`config.mk`:
```
export PLATFORM = sky130hd
export DESIGN_NAME = nmtl_div
export DESIGN_NICKNAME = d
export VERILOG_FILES = /design/src/hdl/nmtl_pkg.sv /design/src/hdl/nmtl_div.sv
export SDC_FILE = /design/constraint.sdc
export NUM_CORES = 2
export LEC_CHECK = 0
export BUFFER_PORTS_ARGS = -buffer_cell sky130_fd_sc_hd__buf_4
export CAP_MARGIN = 20
export CELL_PAD_IN_SITES_DETAIL_PLACEMENT = 1
export CELL_PAD_IN_SITES_GLOBAL_PLACEMENT = 2
export CORE_MARGIN = 8
export CORE_UTILIZATION = 40
export DETAILED_ROUTE_END_ITERATION = 12
export PLACE_DENSITY_LB_ADDON = 0.1
export RECOVER_POWER = 100
export SLEW_MARGIN = 25
export SYNTH_ARGS = -nofsm -noshare
export SYNTH_HDL_FRONTEND = slang
export SYNTH_SLANG_ARGS = --single-unit
```
`constraint.sdc`:
```
create_clock -name clk_i -period 4.1 [get_ports clk_i]
set_input_delay 0.615 -clock clk_i [delete_from_list [all_inputs] [get_ports clk_i]]
set_output_delay 0.615 -clock clk_i [all_outputs]
set_load 0.1 [all_outputs]
```
`src/hdl/nmtl_pkg.sv`:
```
// Shared types, widths and codes for the navmesh triangle locate/height block.
// Every module of the block imports this package; it depends on nothing else.
`timescale 1ns / 1ps

package nmtl_pkg;

  // Field widths
  localparam int COORD_BITS   = 16;
  localparam int INDEX_BITS   = 16;
  localparam int VERT_BITS    = 3 * COORD_BITS;
  localparam int CFG_IDX_BITS = 3;

  // Datapath widths, all derived from the coordinate width
  localparam int DW    = COORD_BITS + 1;        // coordinate difference
  localparam int PW    = 2 * DW;                // difference product
  localparam int NW    = 2 * COORD_BITS + 3;    // plane normal component
  localparam int SPLIT = DW;                    // low slice of the normal
  localparam int NHW   = NW - SPLIT;            // high slice of the normal
  localparam int PLW   = SPLIT + 1 + DW;        // low partial product
  localparam int PHW   = NHW + DW;              // high partial product
  localparam int TW    = NW + DW;               // one numerator term
  localparam int SW    = TW + 1;                // numerator sum
  localparam int MW    = SW;                    // numerator magnitude
  localparam int DMW   = NW;                    // divisor magnitude
  localparam int QB    = COORD_BITS + 2;        // quotient bits kept
  localparam int YW    = QB + 2;                // height before saturation

  // Register stages from accept to result: 3 geometry, 4 numerator,
  // 1 range check, QB divide steps, 2 rounding/saturation
  localparam int LATENCY = QB + 10;

  // Configuration register indexes
  typedef enum logic [CFG_IDX_BITS-1:0] {
    REG_VERTEX_A,
    REG_VERTEX_B,
    REG_VERTEX_C,
    REG_NB_AB,
    REG_NB_BC,
    REG_NB_CA
  } cfg_reg_e;

  // Edge codes
  localparam logic [1:0] EDGE_AB = 2'd0;
  localparam logic [1:0] EDGE_BC = 2'd1;
  localparam logic [1:0] EDGE_CA = 2'd2;

  // Query modes
  localparam logic MODE_LOCATE = 1'b0;
  localparam logic MODE_SHARE  = 1'b1;

  typedef logic signed [COORD_BITS-1:0] coord_t;
  typedef logic signed [INDEX_BITS-1:0] index_t;

  localparam index_t NB_NONE = '1;

  // Input transaction
  typedef struct packed {
    logic   mode;
    coord_t pos_x;
    coord_t pos_z;
    coord_t src_x;
    coord_t src_y;
    coord_t src_z;
    coord_t dst_x;
    coord_t dst_y;
    coord_t dst_z;
  } nmtl_in_t;

  // Result transaction
  typedef struct packed {
    logic       inside_res;
    logic [1:0] exit_edge;
    index_t     neighbour_out;
    coord_t     plane_height;
    logic       height_valid;
    logic       shares_edge;
  } nmtl_out_t;

  // Per-item control and finished fields that ride along the pipeline
  typedef struct packed {
    logic       vld;
    logic       mode;
    logic       share;
    logic       in_tri;
    logic [1:0] exit_edge;
    index_t     nb;
    coord_t     ay;
  } side_t;

  // Geometry stage output
  typedef struct packed {
    side_t                 side;
    logic signed [NW-1:0]  nx;
    logic signed [NW-1:0]  ny;
    logic signed [NW-1:0]  nz;
    logic signed [DW-1:0]  dx;
    logic signed [DW-1:0]  dz;
  } geo_t;

  // Numerator stage output
  typedef struct packed {
    side_t          side;
    logic [MW-1:0]  mag;
    logic [DMW-1:0] dmag;
    logic           neg;
    logic           ny_zero;
  } num_t;

  // Divider stage contents
  typedef struct packed {
    side_t          side;
    logic [MW-1:0]  rem;
    logic [DMW-1:0] dmag;
    logic [QB-1:0]  quo;
    logic           ovf;
    logic           neg;
    logic           ny_zero;
  } quo_t;

  // Sign-extend one coordinate to difference width
  function automatic logic signed [DW-1:0] coord_ext(logic [COORD_BITS-1:0] v);
    return {v[COORD_BITS-1], v};
  endfunction

endpackage

```
`src/hdl/nmtl_div.sv`:
```
// Pipelined restoring divider: range check, then one quotient bit per stage.
// QB + 1 register stages; uses nmtl_pkg.
`timescale 1ns / 1ps

module nmtl_div (
  input  logic            clk_i,
  input  logic            rst_ni,
  input  nmtl_pkg::num_t  num_i,
  output nmtl_pkg::quo_t  quo_o
);
  import nmtl_pkg::*;

  quo_t          stg_q [QB+1];
  quo_t          nxt [QB];
  logic [MW-1:0] dsh [QB];

  // One compare-subtract per stage against the shifted divisor
  always_comb begin
    for (int g = 0; g < QB; g++) begin
      dsh[g] = MW'(stg_q[g].dmag) << (QB - 1 - g);
      nxt[g] = stg_q[g];
      if (stg_q[g].rem >= dsh[g]) begin
        nxt[g].rem              = stg_q[g].rem - dsh[g];
        nxt[g].quo[QB - 1 - g]  = 1'b1;
      end
    end
  end

  // Stage 0 flags a quotient that cannot fit; the rest advance one bit each
  always_ff @(posedge clk_i or negedge rst_ni) begin
    if (!rst_ni) begin
      for (int g = 0; g <= QB; g++) begin
        stg_q[g] <= '0;
      end
    end else begin
      stg_q[0].side    <= num_i.side;
      stg_q[0].rem     <= num_i.mag;
      stg_q[0].dmag    <= num_i.dmag;
      stg_q[0].quo     <= '0;
      stg_q[0].ovf     <= (num_i.mag >= {num_i.dmag, {QB{1'b0}}});
      stg_q[0].neg     <= num_i.neg;
      stg_q[0].ny_zero <= num_i.ny_zero;
      for (int g = 0; g < QB; g++) begin
        stg_q[g+1] <= nxt[g];
      end
    end
  end

  assign quo_o = stg_q[QB];

endmodule

```
## Word-level counts from Yosys, hierarchy flattened

Index checks and enable logic that the tools add are counted.

| operators by class | value |
|---|---|
| muxes and demuxes | 36 |
| add/subtract/negate cells | 18 |
| magnitude comparators | 19 |

Operator list:

| kind | number |
|---|---|
| 2-to-1 mux 53 bit | 18 |
| greater-or-equal comparator 53 x 35 -> 1 bit | 1 |
| greater-or-equal comparator 53 x 36 -> 1 bit | 1 |
| greater-or-equal comparator 53 x 37 -> 1 bit | 1 |
| greater-or-equal comparator 53 x 38 -> 1 bit | 1 |
| greater-or-equal comparator 53 x 39 -> 1 bit | 1 |
| greater-or-equal comparator 53 x 40 -> 1 bit | 1 |
| greater-or-equal comparator 53 x 41 -> 1 bit | 1 |
| greater-or-equal comparator 53 x 42 -> 1 bit | 1 |
| greater-or-equal comparator 53 x 43 -> 1 bit | 1 |
| greater-or-equal comparator 53 x 44 -> 1 bit | 1 |
| greater-or-equal comparator 53 x 45 -> 1 bit | 1 |
| greater-or-equal comparator 53 x 46 -> 1 bit | 1 |
| greater-or-equal comparator 53 x 47 -> 1 bit | 1 |
| greater-or-equal comparator 53 x 48 -> 1 bit | 1 |
| greater-or-equal comparator 53 x 49 -> 1 bit | 1 |
| greater-or-equal comparator 53 x 50 -> 1 bit | 1 |
| greater-or-equal comparator 53 x 51 -> 1 bit | 1 |
| greater-or-equal comparator 53 x 52 -> 1 bit | 1 |
| greater-or-equal comparator 53 bit | 1 |
| subtractor 53 x 35 -> 53 bit | 1 |
| subtractor 53 x 36 -> 53 bit | 1 |
| subtractor 53 x 37 -> 53 bit | 1 |
| subtractor 53 x 38 -> 53 bit | 1 |
| 15 further kinds | 32 |

| storage, ports and cells | value |
|---|---|
| register bits | 2622 |
| output and inout port bits | 147 |
| word-level logic and storage cells | 319 |
| input bits | 130 |

## Longest topological paths before layout

| depth | value |
|---|---|
| word-level depth | 2 |
| mapped depth | 16 |
| gate-level depth less buffers | 15 |

## Worst setup path before layout

Ideal clock, no wire load.

| path | value |
|---|---|
| path kind | reg-to-reg |
| start | reg stg_q, in the netlist dsh[810] |
| end | reg stg_q[2298] (netlist name) |
| arrival time | 3225 ps |
| clock period less this slack | 3362 ps |
| slack | 738 ps |
| data required time | 3964 ps |
| setup time | 136 ps |
| stages on the path, launching flop included | 16 |
| path buffers | 3 |
| cell sequence | dfrtp_1 -> ha_1 -> fa_1 -> nand2b_1 -> a21oi_1 -> a41oi_1 -> o31ai_1 -> a211oi_1 -> o31ai_2 -> a31oi_1 -> o211a_1 -> clkbuf_1 -> buf_2 -> buf_2 -> nand2_1 -> o21ai_0 |

RTL lines:

| element | line | text |
|---|---|---|
| start, declared | nmtl_div.sv:13 | `quo_t stg_q [QB+1];` |
| start signal, assigned by index | nmtl_div.sv:44 | `stg_q[g+1] <= nxt[g];` |

==> metrics.csv <==
stage,metric,value,unit
run_status,outcome,finished with violations,
run_status,failing checks,"capacitance limit, slew limit",
yosys,Yosys cell types,100,
detailed_routing,Vias/cell,5.19,
timing,"Worst Setup Slack, final",0.0432,ns
yosys,Post-Syn Area per Cell,10.9,sq um
clock_tree,later-pin clock latency in the skew report,0.92,ns
detailed_routing,DR iter-0 viols,3127,
timing,Slew @ Worst Pin,2.29,ns
critical_path,worst reg-to-reg path cell count,15,
final_layout,fraction of layout cells with a size suffix above 1,10.2,%
timing,endpoints failing hold,0,
final_layout,fillers,30800,
detailed_routing,via count,79700,
detailed_routing,ANT nets after route,0,
floorplan,Rows,197,
place,pre-CTS WS,-0.579,ns
critical_path,r2r setup slk,0.04,ns
power,maximum VDD drop,0.000628,V
grt,GRT Overall Usage,21.7,%
timing,min cycle time layout,4.06,ns
yosys,"Async S/R FF share, synth",100,%
timing,final setup skew,0.0738,ns
clock_tree,CTS Sinks,2622,
grt,GRT overflow,0,
clock_tree,TritonCTS Buffers,299,
floorplan,Core Area,0.287,sq mm
clock_tree,CTS tree,built,
clock_tree,CTS H-tree lvls,5,
place,DP HPWL,265000,microns
critical_path,"Req. time, crit path",4.81,ns
yosys,top-area cell type share of the netlist area,57.0,%
clock_tree,Post-CTS Setup Bufs,0,
yosys,warnings from Yosys,0,
clock_tree,clock slew at reported path FFs,0.06,ns
yosys,Post-synth EDFFs,0,
final_layout,P&R area growth vs syn,16.9,%
worst_hold_path,Hold Path Depth,0,
power,Power Dens Cells,783,mW/mm^2
yosys,largest cells by area after synthesis,"dfrtp_1 57%, ha_1 7.2%, a21oi_1 3.8%",
critical_path,worst r2r src,stg_q[2127]$_DFF_PN0_,
timing,WHS,0.326,ns
critical_path,r2r endpoint,nxt[1780]$_DFF_PN0_,
clock_tree,CTS root buf,clkbuf_16,
place,GPL Wtd Cong,0.953,
timing,fin crit share,98.9,%
grt,initial antenna violation count,10,
detailed_routing,length of the first detailed-routing pass in iterations,7,
grt,first-pass GRT wire length,522000,microns
grt,largest net degree at the start of global routing,121,
final_layout,Nets,12100,
yosys,Mapped Cells,10500,
yosys,post-synth top area cell,dfrtp_1,
power,leak pwr,61.5,nW
critical_path,Crit Path Class,reg -> reg,
job,max_cap viols,2,
timing,Peak Freq,246,MHz
yosys,"Seq/Total Area, Yosys",57.0,%
worst_hold_path,WHS Endpoint,nxt[114]$_DFF_PN0_,
yosys,"Top FF cell, synth",dfrtp_1,
floorplan,die area,0.305,sq mm
yosys,Syn Std Cell Area,0.115,sq mm
grt,vias in the first global route,91300,
worst_hold_path,type of the tightest min-delay check,reg -> reg,
worst_hold_path,worst min-delay path startpoint,nxt[261]$_DFF_PN0_,
critical_path,CP endpoint kind,flop,
detailed_routing,Post-Route WL,337000,microns
yosys,Synth Register Bits,2622,
yosys,most frequent cell after synthesis,dfrtp_1,
critical_path,CP Launch Type,flop,
critical_path,critical path arrival,4.76,ns
place,IO buf count,276,
detailed_routing,DRC viols,0,
timing,Max Slew Vio Count,125,
detailed_routing,DR WL/cell,21.9,microns
yosys,most instantiated cells after synthesis,"2622 x dfrtp_1, 872 x a21oi_1, 837 x inv_1",
timing,final setup vio count,0,
critical_path,Crit Path Max Fanout,17,
yosys,syn_nets,11300,
floorplan,IO Pins,277,
floorplan,Chip Width,553,microns
clock_tree,CTS Buffer Depth,4,
floorplan,Initial Utilization,40.1,%
floorplan,Die Ht,553,microns
timing,relative slew slack,-52.8,%
## logic make-up (layout without fill, tap and decap cells)
family	count (synthesis)	count (layout)	share of synthesized area, %
buf+inv	1311	2320	4.79
flops	2622	2622	57.0
compound gates	2559	2559	13.7
mux	80	80	0.775
xor+xnor	715	715	5.44
other cells	0	31	0
fa+ha+maj	683	683	7.54
simple gates	2565	2565	10.8
## per-layer routing
metal	global-route usage [%]	routed length, microns	up-vias
li1	-	-	37700
met1	19.5	110000	39800
met2	44.0	189000	1324
met3	2.67	9030	867
met4	15.4	28800	0
met5	0	0	-
## cell type report
cell class,instances,area [sq um],share of cell area [%]
Clock inverter,90,1460,1.08
Antenna cell,31,77.6,0.0576
Tap cell,3781,4730,3.51
Clock buffer,433,8790,6.53
Inverter,844,3170,2.35
Multi-Input combinational cell,6602,44200,32.8
Timing Repair Buffer,953,6600,4.90
Sequential cell,2622,65600,48.7
## per-stage QoR
step / utilization, % / power [mW] / TNS, ns / instance area, sq um / instances
2_1_floorplan: - / 64.4 / 0 / 115000 / 10500
3_3_place_gp: 43.4 / 78.4 / -84.33 / 125000 / 14700
3_5_place_dp: 43.4 / 79.1 / -18.65 / 125000 / 14700
4_1_cts: 47.4 / 107 / 0 / 136000 / 15300
5_1_grt: 46.9 / 112 / -0.0573 / 135000 / 15400
6_report: 46.9 / 105 / 0 / 135000 / 15400
## worst max-delay path by stage
stage,from,endpoint,depth (start not counted)
after global routing,dsh[708]$_DFF_PN0_,nxt[1780]$_DFF_PN0_,13
after global placement,dsh[597]$_DFF_PN0_,stg_q[1724]$_DFF_PN0_,14
after CTS,stg_q[1535]$_DFF_PN0_,stg_q[1429]$_DFF_PN0_,18
final,stg_q[2127]$_DFF_PN0_,nxt[1780]$_DFF_PN0_,15
after floorplan,dsh[810]$_DFF_PN0_,stg_q[2298]$_DFF_PN0_,15
after detailed placement,stg_q[1834]$_DFF_PN0_,stg_q[1724]$_DFF_PN0_,14
## sequential cells by signal, summed over array words and instances, names as in the netlist
| name | flops |
|---|---|
| nxt | 891 |
| stg_q | 954 |
| dsh | 630 |
| quo_o | 147 |
## worst max-delay path: stages, from the launching register on
cell and delay [ns]:
dfrtp_1 0.35, inv_1 0.06, ha_1 0.21, inv_1 0.07
fa_1 0.19, nand3_1 0.11, a21oi_1 0.40, o21ai_0 0.26
a31oi_1 0.57, or3_1 0.23, nand2_1 0.11, o311a_2 0.46
buf_12 0.18, inv_1 0.10, buf_12 0.11, clkbuf_1 0.45
## cell usage in the layout (no fill, tap or decap), types with 301 or more instances in the layout
master,n
a21o_1,330
a21oi_1,871
buf_4,309
clkbuf_1,353
clkbuf_16,301
dfrtp_1,2622
ha_1,665
inv_1,840
nand2_1,781
nor2_1,640
o21ai_0,599
xnor2_1,380
xor2_1,335
## where the power goes
part | leakage [nW] | internal (mW) | switching (mW)
combinational | 26.3 | 16.9 | 26.2
sequential | 30.1 | 31.2 | 3.80
clock | 5.01 | 16.4 | 10.9
total | 61.5 | 64.5 | 41.0
## what timing repair did
| item | in CTS | in global routing |
|---|---|---|
| pin swaps | 0 | 1 |
| cloned | 0 | 0 |
| hold buffers | 129 | 0 |
| gates resized for setup | 9 | 12 |
| endpoints found under the hold margin | 190 | 0 |
| setup endpoints to repair | 80 | 37 |
Note: power is estimated with default switching activity, not from simulation.
