**src/hdl/nmtl_pkg.sv**
```systemverilog
// Shared types, widths and codes for the navmesh triangle locate/height block.
// Every module of the block imports this package; it depends on nothing else.
`timescale 1ns / 1ps

package nmtl_pkg;

  // Field widths
  localparam int COORD_BITS   = 16;
  localparam int INDEX_BITS   = 16;
  localparam int VERT_BITS    = 3 * COORD_BITS;
  localparam int CFG_IDX_BITS = 3;

  // Datapath widths, all derived from the coordinate width
  localparam int DW    = COORD_BITS + 1;        // coordinate difference
  localparam int PW    = 2 * DW;                // difference product
  localparam int NW    = 2 * COORD_BITS + 3;    // plane normal component
  localparam int SPLIT = DW;                    // low slice of the normal
  localparam int NHW   = NW - SPLIT;            // high slice of the normal
  localparam int PLW   = SPLIT + 1 + DW;        // low partial product
  localparam int PHW   = NHW + DW;              // high partial product
  localparam int TW    = NW + DW;               // one numerator term
  localparam int SW    = TW + 1;                // numerator sum
  localparam int MW    = SW;                    // numerator magnitude
  localparam int DMW   = NW;                    // divisor magnitude
  localparam int QB    = COORD_BITS + 2;        // quotient bits kept
  localparam int YW    = QB + 2;                // height before saturation

  // Register stages from accept to result: 3 geometry, 4 numerator,
  // 1 range check, QB divide steps, 2 rounding/saturation
  localparam int LATENCY = QB + 10;

  // Configuration register indexes
  typedef enum logic [CFG_IDX_BITS-1:0] {
    REG_VERTEX_A,
    REG_VERTEX_B,
    REG_VERTEX_C,
    REG_NB_AB,
    REG_NB_BC,
    REG_NB_CA
  } cfg_reg_e;

  // Edge codes
  localparam logic [1:0] EDGE_AB = 2'd0;
  localparam logic [1:0] EDGE_BC = 2'd1;
  localparam logic [1:0] EDGE_CA = 2'd2;

  // Query modes
  localparam logic MODE_LOCATE = 1'b0;
  localparam logic MODE_SHARE  = 1'b1;

  typedef logic signed [COORD_BITS-1:0] coord_t;
  typedef logic signed [INDEX_BITS-1:0] index_t;

  localparam index_t NB_NONE = '1;

  // Input transaction
  typedef struct packed {
    logic   mode;
    coord_t pos_x;
    coord_t pos_z;
    coord_t src_x;
    coord_t src_y;
    coord_t src_z;
    coord_t dst_x;
    coord_t dst_y;
    coord_t dst_z;
  } nmtl_in_t;

  // Result transaction
  typedef struct packed {
    logic       inside_res;
    logic [1:0] exit_edge;
    index_t     neighbour_out;
    coord_t     plane_height;
    logic       height_valid;
    logic       shares_edge;
  } nmtl_out_t;

  // Per-item control and finished fields that ride along the pipeline
  typedef struct packed {
    logic       vld;
    logic       mode;
    logic       share;
    logic       in_tri;
    logic [1:0] exit_edge;
    index_t     nb;
    coord_t     ay;
  } side_t;

  // Geometry stage output
  typedef struct packed {
    side_t                 side;
    logic signed [NW-1:0]  nx;
    logic signed [NW-1:0]  ny;
    logic signed [NW-1:0]  nz;
    logic signed [DW-1:0]  dx;
    logic signed [DW-1:0]  dz;
  } geo_t;

  // Numerator stage output
  typedef struct packed {
    side_t          side;
    logic [MW-1:0]  mag;
    logic [DMW-1:0] dmag;
    logic           neg;
    logic           ny_zero;
  } num_t;

  // Divider stage contents
  typedef struct packed {
    side_t          side;
    logic [MW-1:0]  rem;
    logic [DMW-1:0] dmag;
    logic [QB-1:0]  quo;
    logic           ovf;
    logic           neg;
    logic           ny_zero;
  } quo_t;

  // Sign-extend one coordinate to difference width
  function automatic logic signed [DW-1:0] coord_ext(logic [COORD_BITS-1:0] v);
    return {v[COORD_BITS-1], v};
  endfunction

endpackage

```
**src/hdl/nmtl_numer.sv**
```systemverilog
// Height numerator: n.x*(A.x-px) + n.z*(A.z-pz) as sign and magnitude, plus |n.y|.
// Four register stages with split partial products; uses nmtl_pkg.
`timescale 1ns / 1ps

module nmtl_numer (
  input  logic            clk_i,
  input  logic            rst_ni,
  input  nmtl_pkg::geo_t  geo_i,
  output nmtl_pkg::num_t  num_o
);
  import nmtl_pkg::*;

  side_t                 s4_side_q;
  logic signed [PLW-1:0] plx_q;
  logic signed [PHW-1:0] phx_q;
  logic signed [PLW-1:0] plz_q;
  logic signed [PHW-1:0] phz_q;
  logic signed [NW-1:0]  s4_ny_q;

  side_t                 s5_side_q;
  logic signed [TW-1:0]  tx_q;
  logic signed [TW-1:0]  tz_q;
  logic signed [NW-1:0]  s5_ny_q;

  side_t                 s6_side_q;
  logic signed [SW-1:0]  sum_q;
  logic signed [NW-1:0]  s6_ny_q;

  num_t                  num_q;

  // Stage 4: partial products of the normal's low and high slices
  always_ff @(posedge clk_i) begin
    plx_q   <= $signed({1'b0, geo_i.nx[SPLIT-1:0]}) * geo_i.dx;
    phx_q   <= $signed(geo_i.nx[NW-1:SPLIT]) * geo_i.dx;
    plz_q   <= $signed({1'b0, geo_i.nz[SPLIT-1:0]}) * geo_i.dz;
    phz_q   <= $signed(geo_i.nz[NW-1:SPLIT]) * geo_i.dz;
    s4_ny_q <= geo_i.ny;
  end

  // Stage 5: recombine each product
  always_ff @(posedge clk_i) begin
    tx_q    <= (TW'(phx_q) <<< SPLIT) + TW'(plx_q);
    tz_q    <= (TW'(phz_q) <<< SPLIT) + TW'(plz_q);
    s5_ny_q <= s4_ny_q;
  end

  // Stage 6: add the two terms
  always_ff @(posedge clk_i) begin
    sum_q   <= SW'(tx_q) + SW'(tz_q);
    s6_ny_q <= s5_ny_q;
  end

  // Carry control along
  always_ff @(posedge clk_i or negedge rst_ni) begin
    if (!rst_ni) begin
      s4_side_q <= '0;
      s5_side_q <= '0;
      s6_side_q <= '0;
      num_q     <= '0;
    end else begin
      s4_side_q     <= geo_i.side;
      s5_side_q     <= s4_side_q;
      s6_side_q     <= s5_side_q;
      // Stage 7: magnitudes and quotient sign
      num_q.side    <= s6_side_q;
      num_q.mag     <= sum_q[SW-1] ? MW'(-sum_q) : MW'(sum_q);
      num_q.dmag    <= s6_ny_q[NW-1] ? DMW'(-s6_ny_q) : DMW'(s6_ny_q);
      num_q.neg     <= sum_q[SW-1] ^ s6_ny_q[NW-1];
      num_q.ny_zero <= (s6_ny_q == '0);
    end
  end

  assign num_o = num_q;

endmodule

```
**config.mk**
```make
export PLATFORM = sky130hd
export DESIGN_NAME = nmtl_numer
export DESIGN_NICKNAME = d
export VERILOG_FILES = /design/src/hdl/nmtl_pkg.sv /design/src/hdl/nmtl_numer.sv
export SDC_FILE = /design/constraint.sdc
export NUM_CORES = 2
export LEC_CHECK = 0
export BUFFER_PORTS_ARGS = -buffer_cell sky130_fd_sc_hd__buf_2
export CAP_MARGIN = 25
export CORE_MARGIN = 2
export CORE_UTILIZATION = 40
export DETAILED_ROUTE_END_ITERATION = 10
export GPL_ROUTABILITY_DRIVEN = 0
export MAX_ROUTING_LAYER = met4
export PLACE_DENSITY = 0.66
export SLEW_MARGIN = 30
export SYNTH_ARGS = -nofsm -noshare
export SYNTH_HDL_FRONTEND = slang
export SYNTH_SLANG_ARGS = --single-unit
export TNS_END_PERCENT = 5
```
**constraint.sdc**
```tcl
create_clock -name clk_i -period 5.38 [get_ports clk_i]
set_input_delay 0.269 -clock clk_i [delete_from_list [all_inputs] [get_ports clk_i]]
set_output_delay 0.269 -clock clk_i [all_outputs]
set_load 0.01 [all_outputs]
```
======== After elaboration in Yosys (flattened, before gate mapping) ========
Index checks and enable logic that the tools add are counted.
storage, ports and cells
  flip-flop bits (word level) ............. 644
  input port bits ......................... 179
  word-level logic and storage cells ...... 55
operators by class
  $add $sub $neg .......................... 5
  $mul .................................... 4
  mux-type cells .......................... 2
  bitwise gates (word level) .............. 1
  reductions and logical operators ........ 1
operators with widths
  cell                          count
  multiplier 18 x 17 -> 35 bit  4
  adder 52 x 35 -> 52 bit       2
  adder 52 x 52 -> 53 bit       1
  2-to-1 mux 53 bit             1
  negation 53 bit               1
  logical NOT 35 bit            1
  2-to-1 mux 35 bit             1
  negation 35 bit               1
  bitwise XOR 1 bit             1

======== Depth between registers and ports, before layout ========
  depth after elaboration ................. 2
  depth in mapped cells ................... 25

======== Worst setup path before layout ========
No wires, ideal clock.
  path kind ............................... in2reg
  start point ............................. input port geo_i[25] (netlist name)
  end point ............................... register phx_q[32]
  setup time .............................. 0.135 ns
  arrival ................................. 6.177 ns
  setup slack ............................. -0.932 ns
  stages .................................. 24
  path buffers ............................ 2
  cells stage by stage .................... clkbuf_1 clkbuf_1 nand2_1 fa_1 inv_1 fa_1 inv_1 fa_1 inv_1 fa_1 fa_1 inv_1 fa_1 inv_1 ha_1 o211ai_1 nand2b_1 a31oi_1 o221ai_1 a21oi_1 o21ai_0 a311oi_1 mux2i_1 o2111ai_1
on the way
  word-level cells in the longest chain between the ends .. 1
RTL lines
  item                          RTL line          source
  start: declaration            nmtl_numer.sv:8   input nmtl_pkg::geo_t geo_i,
  multiplier 18 x 17 -> 35 bit  nmtl_numer.sv:34  phx_q <= $signed(geo_i.nx[NW-1:SPLIT]) * geo_i.dx;
  end signal: assignment        nmtl_numer.sv:34
  end: declaration              nmtl_numer.sv:15  logic signed [PHW-1:0] phx_q;
No other way between the ends.

======== Final worst setup path ========
  start point ............................. input port geo_i[5] (netlist name)
  end point ............................... register plz_q[25]
on the way
  word-level cells in the longest chain between the ends .. 1
RTL lines
  item                          RTL line          source
  multiplier 18 x 17 -> 35 bit  nmtl_numer.sv:35  plz_q <= $signed({1'b0, geo_i.nz[SPLIT-1:0]}) * geo_i.dz;
  end signal: assignment        nmtl_numer.sv:35
  end: declaration              nmtl_numer.sv:16  logic signed [PLW-1:0] plz_q;
No other way between the ends.

==> impl_metrics.ini <==
[status]
outcome = finished with violations
violations = negative setup slack

[detailed_routing]
vias = 45900
routed_wl_um = 159000
ant_nets = 0
drc = 0
drt_pass1_iterations = 5
drtIter0Drc = 2477
vias_per_cell = 4.88
routedWlPerCell_um = 16.9

[grt]
overflow = 0
grt.met1_usage = 0.257
grt_pass1_vias = 50400
grt_pass1_wl_um = 263000
globalRouteMet3Util = 0.0315
antenna_found_initial = 8
grt_max_degree = 139
grt-busiest-layer = met2
track_usage = 0.207
grtUsageMet2 = 0.350

[layout]
fin_area_mm2 = 0.0761
fin_cells = 9415
layout.nets = 9083
drive_gt1_frac = 0.162
final_common_cell = inv_1
most-common-layout-cells = inv_1 (1216), fa_1 (1056), nand2_1 (648)
fin_util = 0.481
area_growth_pct = 19.4

[worst_setup_path]
cp-end-kind = flip-flop
path_class = input port to flip-flop
crit_fanout = 14
rr_startpoint = tz_q[0]$_DFF_P_
cp_data_required_time_ns = 5.87
r2r_cells = 13
cp-start-kind = input port
reg2reg_setup_slack_ns = 1.27
cp.arrival_ns = 5.93
r2r-end = sum_q[52]$_DFF_P_

[synth]
ys_seq_area_frac = 0.221
synth_seq_cells = 644
synth_edf_count = 0
syn_nets = 8202
synthesis.area_mm2 = 0.0637
async_flop_share = 0.376
avgSynthCellArea_um2 = 9.96
synthFlopType = dfxtp_1
yosysWarnings = 0
synth_cells = 6398
synth_cell_types = 72

[sta]
setup_viol = 11
timing.fmax_ghz = 0.184
maxSlewHeadroom = 0.398
fin_skew_ns = 0.0330
finalCritPeriodShare = 1.01
final.setup.tns_ns = -0.307
min_period_ns = 5.45
maxSlewViolCount = 0
grt_setup_unrepaired = true
finalHoldViolCount = 0
worst_slew_pin_slew_ns = 0.902
layout_setup_ws_ns = -0.0676

[clock_tree]
clk_latency_ns = 0.61
cts-root-buf = clkbuf_16
tritoncts = done
cts-buffers-inserted = 71
htree_levels = 3
clk_pin_slew_ns = 0.06
cts_num_sinks = 644
clock_path_buffers = 3

[placed_design]
io_buffers = 306
place_area_mm2 = 0.0721
post-place-cells = 9196
dp_hpwl_um = 133000

[floorplanning]
rows = 146
fp.dieH_um = 403
die_area_mm2 = 0.162
core_mm2 = 0.158
io-pin-count = 307
start_util = 0.403
die_w_um = 403

[job]
cap_violations = 0

[min_path]
holdCritStartpoint = geo_i[17]
holdPathStages = 3
min_to = phx_q[0]$_DFF_P_
hold_class = input port to flip-flop
synth_stat cells (7+ instances only):
cell / number / area [µm²]
inv_1: 1219 / 4580
fa_1: 1073 / 21500
nand2_1: 650 / 2440
and2_1: 592 / 3700
ha_1: 552 / 6910
dfxtp_1: 402 / 8050
xnor2_1: 244 / 2140
dfrtp_1: 242 / 6060
clkbuf_1: 199 / 747
a21oi_1: 194 / 971
nor2_1: 176 / 661
o21ai_0: 114 / 571
a21o_1: 112 / 841
xor2_1: 72 / 631
nor3_1: 54 / 270
nand2b_1: 53 / 332
nand3_1: 40 / 200
o21a_1: 33 / 248
nor2b_1: 32 / 200
o21bai_1: 29 / 218
a31oi_1: 28 / 175
o31ai_1: 26 / 195
and3_1: 21 / 131
or4_1: 20 / 150
nand4_1: 17 / 106
or3_1: 16 / 100
o41ai_1: 14 / 123
or2_2: 14 / 87.6
a211oi_1: 13 / 97.6
o211ai_1: 12 / 90.1
a211o_1: 10 / 87.6
a21boi_0: 9 / 67.6
a31o_2: 8 / 70.1
and4_1: 8 / 70.1
o31a_1: 7 / 61.3
routing by layer:
metal / wire length (µm) / share of wire / vias up
li1: - / - / 21500
met1: 67500 / 0.43 / 22900
met2: 77700 / 0.49 / 1231
met3: 8670 / 0.055 / 275
met4: 4970 / 0.031 / 0
met5: 0 / 0 / -
how the worst max path moves through the flow:
stage / to / start / slack, ns
after floorplan: plz_q[34]$_DFF_P_ / geo_i[15] / -0.34
after global placement: phz_q[31]$_DFF_P_ / geo_i[10] / -0.84
after detailed placement: phz_q[32]$_DFF_P_ / geo_i[10] / -0.90
after CTS: phz_q[28]$_DFF_P_ / geo_i[5] / -0.04
after global routing: phx_q[32]$_DFF_P_ / geo_i[130] / -0.21
final: plz_q[25]$_DFF_P_ / geo_i[5] / -0.07
state kept, by name (all words and copies together), names as in the netlist:
| signal | cells |
|---|---|
| phx_q | 35 |
| s5_ny_q | 35 |
| s5_side_q | 38 |
| s6_ny_q | 35 |
| plz_q | 35 |
| tx_q | 52 |
| s4_side_q | 38 |
| tz_q | 52 |
| num_o | 128 |
| plx_q | 35 |
| phz_q | 35 |
| sum_q | 53 |
| s6_side_q | 38 |
| s4_ny_q | 35 |
critical path: stages:
cell and delay (ns):
buf_6 0.14, buf_4 0.17, and2_1 0.15, fa_1 0.53, inv_1 0.05, fa_1 0.46, fa_1 0.52, inv_1 0.06
fa_1 0.49, fa_1 0.50, inv_1 0.05, fa_1 0.47, inv_1 0.06, ha_4 0.22, a21o_1 0.16, a21oi_2 0.14
nor2b_1 0.08, a311o_1 0.35, a41o_1 0.29, a21o_1 0.24, buf_4 0.15, buf_4 0.12, xor2_1 0.14, buf_4 0.12
stage by stage:
stage / hold slack, ns / worst slack [ns]
2_1_floorplan: -0.0266 / -0.341
3_3_place_gp: 0.310 / -0.839
3_5_place_dp: 0.312 / -0.897
4_1_cts: 0.0624 / -0.0411
5_1_grt: 0.110 / -0.207
6_report: 0.102 / -0.0676
cell families (layout without fill, tap and decap cells):
kind of cell | after synthesis | count (layout) | share of synthesized area
other cells | 0 | 6 | 0
fa+ha+maj | 1625 | 1625 | 0.446
simple gates | 1715 | 1715 | 0.136
mux | 4 | 4 | 0.000629
flops | 644 | 644 | 0.221
buf+inv | 1422 | 2361 | 0.0838
xor+xnor | 316 | 316 | 0.0434
compound gates | 672 | 672 | 0.0693
area by class of cell:
class	count	area, µm²
diodes	6	15.0
clock buffers	92	1950
clock inverters	39	558
fillers	14500	82100
inverters	1219	4580
multi-input cells	4332	44800
flip-flops and latches	644	14100
well taps	2072	2590
repair buffers	1011	7500
timing repair:
item                                   CTS  global route
pin swaps                               12            43
setup endpoints to repair               42            51
gates resized for setup                 57           107
gates cloned                             0             1
hold buffers                            74             0
endpoints found under the hold margin  177             0
buffers inserted                         2             5
Power is left out: the tool's default activity adds up to more than one toggle a clock period on the data nets, which glitch-free logic cannot reach.
